## config.mk

```make
export PLATFORM = sky130hd
export DESIGN_NAME = tx_outcome_statistics_counters
export DESIGN_NICKNAME = d
export VERILOG_FILES = /design/src/sv/txos_pkg.sv /design/src/sv/tx_outcome_statistics_counters.sv
export SDC_FILE = /design/constraint.sdc
export NUM_CORES = 1
export LEC_CHECK = 0
export BUFFER_PORTS_ARGS = -buffer_cell sky130_fd_sc_hd__clkbuf_2
export CAP_MARGIN = 20
export CORE_MARGIN = 10
export CORE_UTILIZATION = 35
export DETAILED_ROUTE_END_ITERATION = 6
export GPL_ROUTABILITY_DRIVEN = 0
export GPL_TIMING_DRIVEN = 0
export HOLD_SLACK_MARGIN = 0.12
export PLACE_DENSITY_LB_ADDON = 0.25
export REMOVE_ABC_BUFFERS = 1
export SETUP_SLACK_MARGIN = 0.2
export SLEW_MARGIN = 25
export SYNTH_ARGS = -nofsm -noshare
export SYNTH_HDL_FRONTEND = slang
export SYNTH_SLANG_ARGS = --single-unit
```

## constraint.sdc

```tcl
create_clock -name clk -period 23.7 [get_ports clk]
set_input_delay 1.185 -clock clk [delete_from_list [all_inputs] [get_ports clk]]
set_output_delay 1.185 -clock clk [all_outputs]
set_load 0.01 [all_outputs]
```

## src/sv/txos_pkg.sv

```systemverilog
`default_nettype none

package txos_pkg;

    // field widths
    localparam int STATUS_W = 8;
    localparam int COUNT_W  = 16;
    localparam int WINDOW_W = 8;

    // slot layout: slot 0 is reserved and never counts
    localparam int NUM_SLOTS   = 8;
    localparam int NUM_BLOCKED = NUM_SLOTS - 1;

    // status codes and saturation limits
    localparam logic [STATUS_W-1:0] STATUS_OK    = STATUS_W'(0);
    localparam logic [STATUS_W-1:0] INTERNAL_CODE = STATUS_W'(7);
    localparam logic [STATUS_W-1:0] REASON_NONE   = {STATUS_W{1'b1}};
    localparam logic [COUNT_W-1:0]  COUNT_MAX     = {COUNT_W{1'b1}};
    localparam logic [WINDOW_W-1:0] WINDOW_MAX    = {WINDOW_W{1'b1}};

    // command codes
    typedef enum logic [1:0] {
        CMD_RECORD   = 2'd0,
        CMD_SNAPSHOT = 2'd1,
        CMD_CLEAR    = 2'd2
    } cmd_code_t;

    // command beat
    typedef struct packed {
        logic [1:0]          command;
        logic [STATUS_W-1:0] outcome_code;
    } cmd_beat_t;

    // snapshot beat
    typedef struct packed {
        logic [COUNT_W-1:0]  blocked_slot1;
        logic [COUNT_W-1:0]  blocked_slot2;
        logic [COUNT_W-1:0]  blocked_slot3;
        logic [COUNT_W-1:0]  blocked_slot4;
        logic [COUNT_W-1:0]  blocked_slot5;
        logic [COUNT_W-1:0]  blocked_slot6;
        logic [COUNT_W-1:0]  blocked_internal;
        logic [WINDOW_W-1:0] window_count;
        logic [STATUS_W-1:0] last_reason;
    } snap_beat_t;

endpackage

`default_nettype wire

```

## src/sv/tx_outcome_statistics_counters.sv

```systemverilog
// Transmit outcome statistics.
// Command channel (cmd_valid / cmd_stall / cmd): each beat carries a command
// and a transmit status. Record bumps the matching blocked slot (statuses 1
// to 6, and the internal-error code in the last slot), bumps the window count
// and latches any non-OK status as the last reason. Snapshot emits one beat
// on the snap channel with all counts, then clears them. Clear zeroes all
// counts silently; the unused command code does nothing.
// Snapshot channel (snap_valid / snap_stall / snap): one beat per snapshot.
// Path: a snapshot command is captured in the input register, then processed
// and loaded into the snapshot register, which drives snap_valid.
// Throughput: one command per cycle while cmd_stall is low, set by the single
// input register feeding the counter update and the snapshot output register.
// A waiting snapshot beat does not block records or clears; a second snapshot
// holds in the input register until the snapshot register is taken, and
// cmd_stall stays high while it waits.
// Reset: all counts and the window count go to zero, the last reason to 255
// (none), and both channels come up empty.
`default_nettype none

module tx_outcome_statistics_counters #(
    parameter logic [txos_pkg::STATUS_W-1:0] INTERNAL_CODE = txos_pkg::INTERNAL_CODE
) (
    input  wire logic                 clk,
    input  wire logic                 rst_n,
    input  wire logic                 cmd_valid,
    output logic                      cmd_stall,
    input  wire txos_pkg::cmd_beat_t  cmd,
    output logic                      snap_valid,
    input  wire logic                 snap_stall,
    output txos_pkg::snap_beat_t      snap
);

    logic                                cmd_valid_reg;
    logic                                cmd_valid_next;
    txos_pkg::cmd_beat_t                 cmd_reg;
    logic [txos_pkg::COUNT_W-1:0]        cnt_reg  [txos_pkg::NUM_BLOCKED];
    logic [txos_pkg::COUNT_W-1:0]        cnt_next [txos_pkg::NUM_BLOCKED];
    logic [txos_pkg::WINDOW_W-1:0]       window_reg;
    logic [txos_pkg::WINDOW_W-1:0]       window_next;
    logic [txos_pkg::STATUS_W-1:0]       reason_reg;
    logic [txos_pkg::STATUS_W-1:0]       reason_next;
    logic                                snap_valid_reg;
    logic                                snap_valid_next;
    txos_pkg::snap_beat_t                snap_reg;
    txos_pkg::snap_beat_t                snap_next;
    logic                                cmd_take;
    logic                                go;
    logic                                is_snapshot;
    logic [txos_pkg::NUM_BLOCKED-1:0]    slot_hit;

    // held command proceeds unless it is a snapshot blocked by a stalled result
    assign is_snapshot = (cmd_reg.command == txos_pkg::CMD_SNAPSHOT);
    assign go          = cmd_valid_reg && (!is_snapshot || !snap_valid_reg || !snap_stall);
    assign cmd_stall   = cmd_valid_reg && !go;
    assign cmd_take    = cmd_valid && !cmd_stall;

    // input register control
    always_comb
    begin
        if (cmd_take)
        begin
            cmd_valid_next = 1'b1;
        end
        else if (go)
        begin
            cmd_valid_next = 1'b0;
        end
        else
        begin
            cmd_valid_next = cmd_valid_reg;
        end
    end

    // status to slot decode, last slot is the internal-error code
    always_comb
    begin
        for (int i = 0; i < txos_pkg::NUM_BLOCKED; i++)
        begin
            if (i == txos_pkg::NUM_BLOCKED - 1)
            begin
                slot_hit[i] = (cmd_reg.outcome_code == INTERNAL_CODE);
            end
            else
            begin
                slot_hit[i] = (cmd_reg.outcome_code == txos_pkg::STATUS_W'(i + 1));
            end
        end
    end

    // counter update and snapshot capture
    always_comb
    begin
        for (int i = 0; i < txos_pkg::NUM_BLOCKED; i++)
        begin
            cnt_next[i] = cnt_reg[i];
        end
        window_next = window_reg;
        reason_next = reason_reg;

        snap_next.blocked_slot1    = cnt_reg[0];
        snap_next.blocked_slot2    = cnt_reg[1];
        snap_next.blocked_slot3    = cnt_reg[2];
        snap_next.blocked_slot4    = cnt_reg[3];
        snap_next.blocked_slot5    = cnt_reg[4];
        snap_next.blocked_slot6    = cnt_reg[5];
        snap_next.blocked_internal = cnt_reg[6];
        snap_next.window_count     = window_reg;
        snap_next.last_reason      = reason_reg;

        if (go)
        begin
            unique case (cmd_reg.command) inside
                txos_pkg::CMD_RECORD:
                begin
                    for (int i = 0; i < txos_pkg::NUM_BLOCKED; i++)
                    begin
                        if (slot_hit[i] && (cnt_reg[i] != txos_pkg::COUNT_MAX))
                        begin
                            cnt_next[i] = cnt_reg[i] + txos_pkg::COUNT_W'(1);
                        end
                    end
                    if (window_reg != txos_pkg::WINDOW_MAX)
                    begin
                        window_next = window_reg + txos_pkg::WINDOW_W'(1);
                    end
                    if (cmd_reg.outcome_code != txos_pkg::STATUS_OK)
                    begin
                        reason_next = cmd_reg.outcome_code;
                    end
                end
                txos_pkg::CMD_SNAPSHOT, txos_pkg::CMD_CLEAR:
                begin
                    for (int i = 0; i < txos_pkg::NUM_BLOCKED; i++)
                    begin
                        cnt_next[i] = '0;
                    end
                    window_next = '0;
                    reason_next = txos_pkg::REASON_NONE;
                end
                default:
                begin
                    window_next = window_reg;
                end
            endcase
        end
    end

    // snapshot output register control
    always_comb
    begin
        if (go && is_snapshot)
        begin
            snap_valid_next = 1'b1;
        end
        else if (!snap_stall)
        begin
            snap_valid_next = 1'b0;
        end
        else
        begin
            snap_valid_next = snap_valid_reg;
        end
    end

    // control and counter state
    always_ff @(posedge clk or negedge rst_n)
    begin
        if (!rst_n)
        begin
            cmd_valid_reg  <= 1'b0;
            snap_valid_reg <= 1'b0;
            for (int i = 0; i < txos_pkg::NUM_BLOCKED; i++)
            begin
                cnt_reg[i] <= '0;
            end
            window_reg <= '0;
            reason_reg <= txos_pkg::REASON_NONE;
        end
        else
        begin
            cmd_valid_reg  <= cmd_valid_next;
            snap_valid_reg <= snap_valid_next;
            for (int i = 0; i < txos_pkg::NUM_BLOCKED; i++)
            begin
                cnt_reg[i] <= cnt_next[i];
            end
            window_reg <= window_next;
            reason_reg <= reason_next;
        end
    end

    // payload registers
    always_ff @(posedge clk)
    begin
        if (cmd_take)
        begin
            cmd_reg <= cmd;
        end
        if (go && is_snapshot)
        begin
            snap_reg <= snap_next;
        end
    end

    assign snap_valid = snap_valid_reg;
    assign snap       = snap_reg;

    // a snapshot that proceeds always shows a result beat next cycle
    assert property (@(posedge clk) disable iff (!rst_n)
        (go && is_snapshot) |=> snap_valid)
        else $error("snapshot did not produce a result beat");

    // snapshot and clear leave the window empty and the last reason at none
    assert property (@(posedge clk) disable iff (!rst_n)
        (go && (cmd_reg.command == txos_pkg::CMD_SNAPSHOT ||
                cmd_reg.command == txos_pkg::CMD_CLEAR))
        |=> (window_reg == '0 && reason_reg == txos_pkg::REASON_NONE))
        else $error("window not cleared");

    // stall only comes from a held snapshot blocked by a waiting result
    assert property (@(posedge clk) disable iff (!rst_n)
        cmd_stall |-> (cmd_valid_reg && is_snapshot && snap_valid_reg && snap_stall))
        else $error("unexpected command stall");

    // the window count only moves on a processed command
    assert property (@(posedge clk) disable iff (!rst_n)
        !go |=> $stable(window_reg))
        else $error("window count changed without a command");

endmodule

`default_nettype wire
```

==> qor.yml, run 1 <==
critPathCaptureType: "register"
timing.rr.start: "cmd_reg[8]"
final_cells: 1603
drt-initial-drc-count: 598
die-area_um2: 41150
postRouteWirelength_mm: 29.11
worst_hold_check_path_type: "reg -> reg"
min_path_cells: 1
path_depth: 10
setup_total_negative_slack_ps: 0
synth_seq_cells: 268
clock_skew_ps: 15.07
synthesis.yosys.warnings: 0
synthDominantCellAreaShare_pct: 35.41
synthDistinctLibCells: 54
ys_top_cells_by_area: "sky130_fd_sc_hd__edfxtp_1 35%, sky130_fd_sc_hd__dfrtp_1 26%, sky130_fd_sc_hd__nand2_1 3.3%"
required_ps: 24130
power_switching_uw: 330.4
finish.instance_area_um2: 14250
clock-root-buffer: "sky130_fd_sc_hd__clkbuf_16"
post-route-period-util_pct: 15.06
synthFlopType: "sky130_fd_sc_hd__edfxtp_1"
leakage_nw: 5.422
fraction_of_power_consumed_by_sequential_logic_pct: 49.1
post_cts_resize_count: 0
postLayoutSetupSlackWorst_ps: 20130
period_minus_slack_ps: 3570
area_delta_synth_final_pct: 21.79
synth-async-reset-ratio_pct: 48.51
num_antenna_cells: 0
clock.fmax_ghz: 0.2801
nNetsFinal: 1161
highest_cell_delay_on_the_worst_timing_path_ps: 690
grt_setup_unrepaired: "false"
run_status: "finished, final reports clean"
htree_levels: 1
clockBufferDepth: 3
io_pins: 144
synth_top_cells_by_count: "138 x sky130_fd_sc_hd__edfxtp_1, 122 x sky130_fd_sc_hd__dfrtp_1, 102 x sky130_fd_sc_hd__nand2_1"
avgSynthCellArea_um2: 11.79
tritoncts: "built"
setup.worst_path.start_class: "register"
timing.critical_path.buf_inv: 4
post_cts.repair.setup_buffers: 0
worst-slew-pin-transition_ps: 882.0
first_pass_iters: 4
numPlacedInstances: 1547
post_synth_inst_count: 993
final.fill_count: 3073
synth_sequential_area_ratio_pct: 63.29
clock_power_share_pct: 39.7
setup_viol: 0
drive_above_1_share_pct: 19.98
synth_enable_flop_cells: 138
floorplan.die.height_um: 202.9
netSwitchingFraction_pct: 26.34
critPathMaxFanout: 56
dpl.hpwl_mm: 19.60
mappedNetlistArea_um2: 11700
post_dp_cell_area_um2: 13170
regToRegSetupSlack_ps: 20130
timing.reg2reg.worst_path_depth: 10
yosysMostFrequentCell: "sky130_fd_sc_hd__edfxtp_1"
cell_internal_pwr_uw: 923.9
viasPerCell: 5.356
crit_path_cell_trace: "inv_1 -> ha_4 -> buf_16 -> o21ai_1 -> nor2_1 -> o211ai_1 -> buf_6 -> buf_2 -> and2_1 -> a311o_1"
worstSetupPathType: "reg -> reg"
vias: 8586
number_of_nets_with_antenna_violations_after_routing: 0
via_count_of_the_first_global_routing_pass: 8322
cts-hold-fix-buffers: 0
power_density_nw_per_um2: 88.00
max_rail_drop_vdd_v: 0.00005401
clock_insertion_delay_worst_skew_ps: 560
die-width_um: 202.9
flip_flop_count_of_the_largest_register_all_copies_and_words_added: 128
cts_sinks: 268
drcViolationCount: 0
cpLargestDelayFamily: "compound AO/OA/AOI/OAI gates"
finalMaxSlewViolations: 0
synth.largest_area_cell: "sky130_fd_sc_hd__edfxtp_1"
coreArea_um2: 32780
tritoncts.num_buffers: 30
global_route.usage.total_pct: 13.77
routed_length_per_instance_um: 18.16
number_of_port_buffers: 143
std_cell_rows: 66
floorplan.initialDensity_pct: 35.70
antenna_found_initial: 1
detailedPlace.worstSlack_ps: 19900
hold_start: "cnt_reg[78]"
grt_max_degree: 75
maxCapViolCount: 0
hold-path-endpoint: "cnt_reg[78]"
clkTransAtPathRegs_ps: 70
worst_ep_arrival_time_ps: 4000
grt_remaining_overflow: 0
first_pass_grt_wire_length_mm: 46.58
finalHoldViolCount: 0
cpMaxStageDelayCell: "sky130_fd_sc_hd__nor2_1"
crit-reg2reg-capture: "cnt_reg[107]"
power.share.combinational_pct: 11.2
max_slew_margin_pct: 40.99
area by class of cell:
class	instances	area (µm²)	area share (%)
flip-flops and latches	268	7407	51.97
multi-input cells	662	4070	28.56
repair buffers	161	1087	7.628
clock buffers	44	874.6	6.136
well taps	442	553.0	3.880
clock inverters	12	206.4	1.448
inverters	14	55.05	0.3862
cells in the final DEF (no fill, tap or decap), types with 15 or more instances in the layout:
master / count
sky130_fd_sc_hd__clkbuf_2: 142
sky130_fd_sc_hd__edfxtp_1: 138
sky130_fd_sc_hd__dfrtp_1: 122
sky130_fd_sc_hd__nand2_1: 102
sky130_fd_sc_hd__nand3_1: 76
sky130_fd_sc_hd__o21ai_0: 53
sky130_fd_sc_hd__nor2_1: 51
sky130_fd_sc_hd__nor4_1: 45
sky130_fd_sc_hd__clkbuf_16: 31
sky130_fd_sc_hd__nand4_1: 24
sky130_fd_sc_hd__a311o_1: 24
sky130_fd_sc_hd__nor3_1: 23
sky130_fd_sc_hd__a211o_1: 20
sky130_fd_sc_hd__and3_1: 17
sky130_fd_sc_hd__nor4b_1: 17
sky130_fd_sc_hd__or3_1: 17
sky130_fd_sc_hd__and2_1: 16
sky130_fd_sc_hd__and2_0: 15
logic make-up (layout without fill, tap and decap cells):
logic type	Yosys count	after routing	share of synthesized area [%]
and+or+nand+nor	459	459	21.20
DFF	268	268	63.29
AOI/OAI and AO/OA	191	191	12.04
buffers and inverters	63	231	2.224
adders and majority gates	10	10	1.069
muxes	2	2	0.1817
worst max path at each step:
stage	startpoint	endpoint
after CTS	cmd_reg[8]	cnt_reg[107]
final	cmd_reg[8]	cnt_reg[107]
after global placement	snap_stall	snap[69]
after detailed placement	snap_stall	cnt_reg[107]
after global routing	cmd_reg[8]	cnt_reg[107]
after floorplan	snap_stall	snap[0]
metrics by stage:
step           hold WS [ps]  utilization (%)  power, mW
5_1_grt               527.5            43.48      1.320
3_5_place_dp          490.9            40.18     0.7675
3_3_place_gp          482.9            38.94     0.7554
2_1_floorplan         454.4                -     0.6989
6_report              505.9            43.48      1.254
4_1_cts               505.6            43.48      1.273
power groups by stage:
stage	Clock, mW	Sequential (mW)	Combinational, mW
after floorplan	0	0.613	0.0863
final	0.498	0.616	0.140
after global routing	0.533	0.626	0.160
after detailed placement	0	0.625	0.142
after CTS	0.514	0.616	0.143
after global placement	0	0.626	0.130
per-layer routing:
metal,wire [µm],global-route usage (%),up-vias
met5,20,0,-
met4,488,3.411,2
met3,1418,2.977,38
met2,13820,22.78,146
met1,13370,17.97,4229
li1,-,-,4171
(Power assumes the default switching activity.)
==> inputs of run 2 (changes only) <==
- clock period: 23.7 -> 3 ns (I/O delays scaled with it)
==> run 2 against run 1 <==
Utilization is 1.2 points higher. Fmax rose by 39%. Non-clock buffer count is 31 higher. Clock skew increased by 1.2 ps. Die area is the same. Largest cell class unchanged. Worst setup slack got worse by 20000 ps. Register-to-register slack worse by 20000 ps. Sequential power grew to 7.9 times the previous value. Critical path depth is 1 higher.
==> qor.yml, run 2 (synthesis gave the netlist of run 1 again) <==
io_pins: 144  # unchanged
power_mw: 10.01  # was 1.254 mW
grt_max_degree: 75  # unchanged
drcViolationCount: 0  # unchanged
via_count_of_the_first_global_routing_pass: 8408  # was 8,322
dpl.hpwl_mm: 19.60  # unchanged
floorplan.die.height_um: 202.9  # unchanged
highest_cell_delay_on_the_worst_timing_path_ps: 340  # was 690 ps
antenna_found_initial: 1  # unchanged
clock_insertion_delay_worst_skew_ps: 560  # about the same
worst_ep_arrival_time_ps: 3010  # was 4000 ps
clock.fmax_ghz: 0.3888  # was 0.2801 GHz
die-width_um: 202.9  # unchanged
die-area_um2: 41150  # unchanged
clockBufferDepth: 3  # unchanged
first_pass_iters: 5  # was 4
worst_hold_check_path_type: "in -> async"  # was reg -> reg
grt_setup_unrepaired: "false"  # unchanged
final_cells: 1635  # was 1,603
clkTransAtPathRegs_ps: 60  # was 70 ps
period_minus_slack_ps: 2572  # was 3570 ps
finalMaxSlewViolations: 0  # unchanged
coreArea_um2: 32780  # unchanged
max_rail_drop_vdd_v: 0.0004312  # was 0.00005401 V
viasPerCell: 5.346  # was 5.356
grt_remaining_overflow: 0  # unchanged
numPlacedInstances: 1547  # unchanged
layout.cells.most_common: "sky130_fd_sc_hd__clkbuf_2"  # unchanged
cts_sinks: 268  # unchanged
clock_skew_ps: 16.25  # was 15.07 ps
first_pass_grt_wire_length_mm: 47.67  # was 46.58 mm
setup_viol: 0  # unchanged
max_slew_margin_pct: 44.75  # was 40.99%
timing.critical_path.buf_inv: 5  # was 4
required_ps: 3430  # was 24,130 ps
maxCapViolCount: 0  # unchanged
std_cell_rows: 66  # unchanged
htree_levels: 1  # unchanged
tritoncts.num_buffers: 30  # unchanged
leakage_nw: 5.604  # was 5.422 nW
global_route.usage.total_pct: 14.14  # was 13.77%
power_density_nw_per_um2: 684.1  # was 88.00 nW/µm²
critPathMaxFanout: 28  # was 56
post-route-period-util_pct: 85.74  # was 15.06%
drive_above_1_share_pct: 21.31  # was 19.98%
drt-initial-drc-count: 577  # was 598
critPathCaptureType: "register"  # unchanged
flip_flop_count_of_the_largest_register_all_copies_and_words_added: 128  # unchanged
cpMaxStageDelayCell: "sky130_fd_sc_hd__edfxtp_1"  # was sky130_fd_sc_hd__nor2_1
finalHoldViolCount: 0  # unchanged
clock-root-buffer: "sky130_fd_sc_hd__clkbuf_16"  # unchanged
layout.cells.most_common_list: "142 x sky130_fd_sc_hd__clkbuf_2, 138 x sky130_fd_sc_hd__edfxtp_1, 122 x sky130_fd_sc_hd__dfrtp_1"  # unchanged
area_delta_synth_final_pct: 25.03  # was 21.79%
postRouteWirelength_mm: 30.05  # was 29.11 mm
worstSetupPathType: "reg -> reg"  # unchanged
cpLargestDelayFamily: "buffers and inverters"  # was compound AO/OA/AOI/OAI gates
tritoncts: "built"  # unchanged
worst-slew-pin-transition_ps: 822.5  # was 882.0 ps
number_of_nets_with_antenna_violations_after_routing: 0  # unchanged
setup.worst_path.start_class: "register"  # unchanged
nNetsFinal: 1192  # was 1,161
crit_path_cell_trace: "inv_1 -> ha_4 -> buf_16 -> o21ai_1 -> nor2_4 -> buf_12 -> o211ai_1 -> buf_6 -> buf_2 -> and2_1 -> a311o_1"  # was inv_1 -> ha_4 -> buf_16 -> o21ai_1 -> nor2_1 -> o211ai_1 -> buf_6 -> buf_2 -> and2_1 -> a311o_1
vias: 8741  # was 8,586
floorplan.initialDensity_pct: 35.70  # unchanged
run_status: "finished, final reports clean"  # unchanged
routed_length_per_instance_um: 18.38  # was 18.16 µm
number_of_port_buffers: 143  # unchanged
run 2: final cells by class:
type | count | area, µm²
fill | 3043 | 18150
sequential | 268 | 7407
multi-input combinational | 662 | 4119
timing repair buffer | 192 | 1410
clock buffer | 44 | 874.6
tap | 442 | 553.0
clock inverter | 12 | 206.4
inverter | 14 | 60.06
antenna | 1 | 2.502
run 2: power by group:
group          internal (mW)  leakage (nW)  switching, mW
Clock                   2.45         0.526           1.50
Combinational          0.536          2.25          0.657
Sequential              4.37          2.83          0.497
run 2: final timing paths:
kind                            slack (ps)             to  cells after the start          start
worst min-delay path                   110    cnt_reg[80]                      2          rst_n
min in group clk                       330     cmd_reg[5]                      2         cmd[5]
max in group asynchronous             2080  reason_reg[3]                      3          rst_n
worst max register to register         430   cnt_reg[107]                     11     cmd_reg[8]
worst min register to register         500  reason_reg[0]                      2  reason_reg[0]
worst max-delay path                   430   cnt_reg[107]                     11     cmd_reg[8]
run 2: per-stage QoR:
| step | util, % | hold WS, ps | setup WS (ps) | TNS (ps) | instance area (µm²) |
|---|---|---|---|---|---|
| final | 44.63 | 110.9 | 427.9 | 0 | 14630 |
| after global routing | 44.63 | 145.2 | 224.0 | 0 | 14630 |
| after CTS | 44.28 | 126.2 | 58.46 | 0 | 14520 |
| after detailed placement | 40.18 | 164.8 | -598.6 | -16910 | 13170 |
| after global placement | 38.94 | 360.0 | -7933 | -1686300 | 12760 |
| after floorplan | - | -145.6 | -4512 | -749320 | 11500 |
run 2: per-layer routing:
metal	share of wire, %	vias to the layer above	track usage [%]
met5	0	-	0
met4	1.9	0	3.464
met3	5.6	41	2.914
met2	47	198	23.51
met1	45	4278	18.47
li1	-	4224	-
run 2: what timing repair did:
item                                   CTS  global route
pin swaps                                5             5
gates cloned                             1             1
setup buffers                            7             8
gates resized for setup                  8             4
setup endpoints to repair              106            54
hold buffers                            14             0
endpoints found under the hold margin  136             0
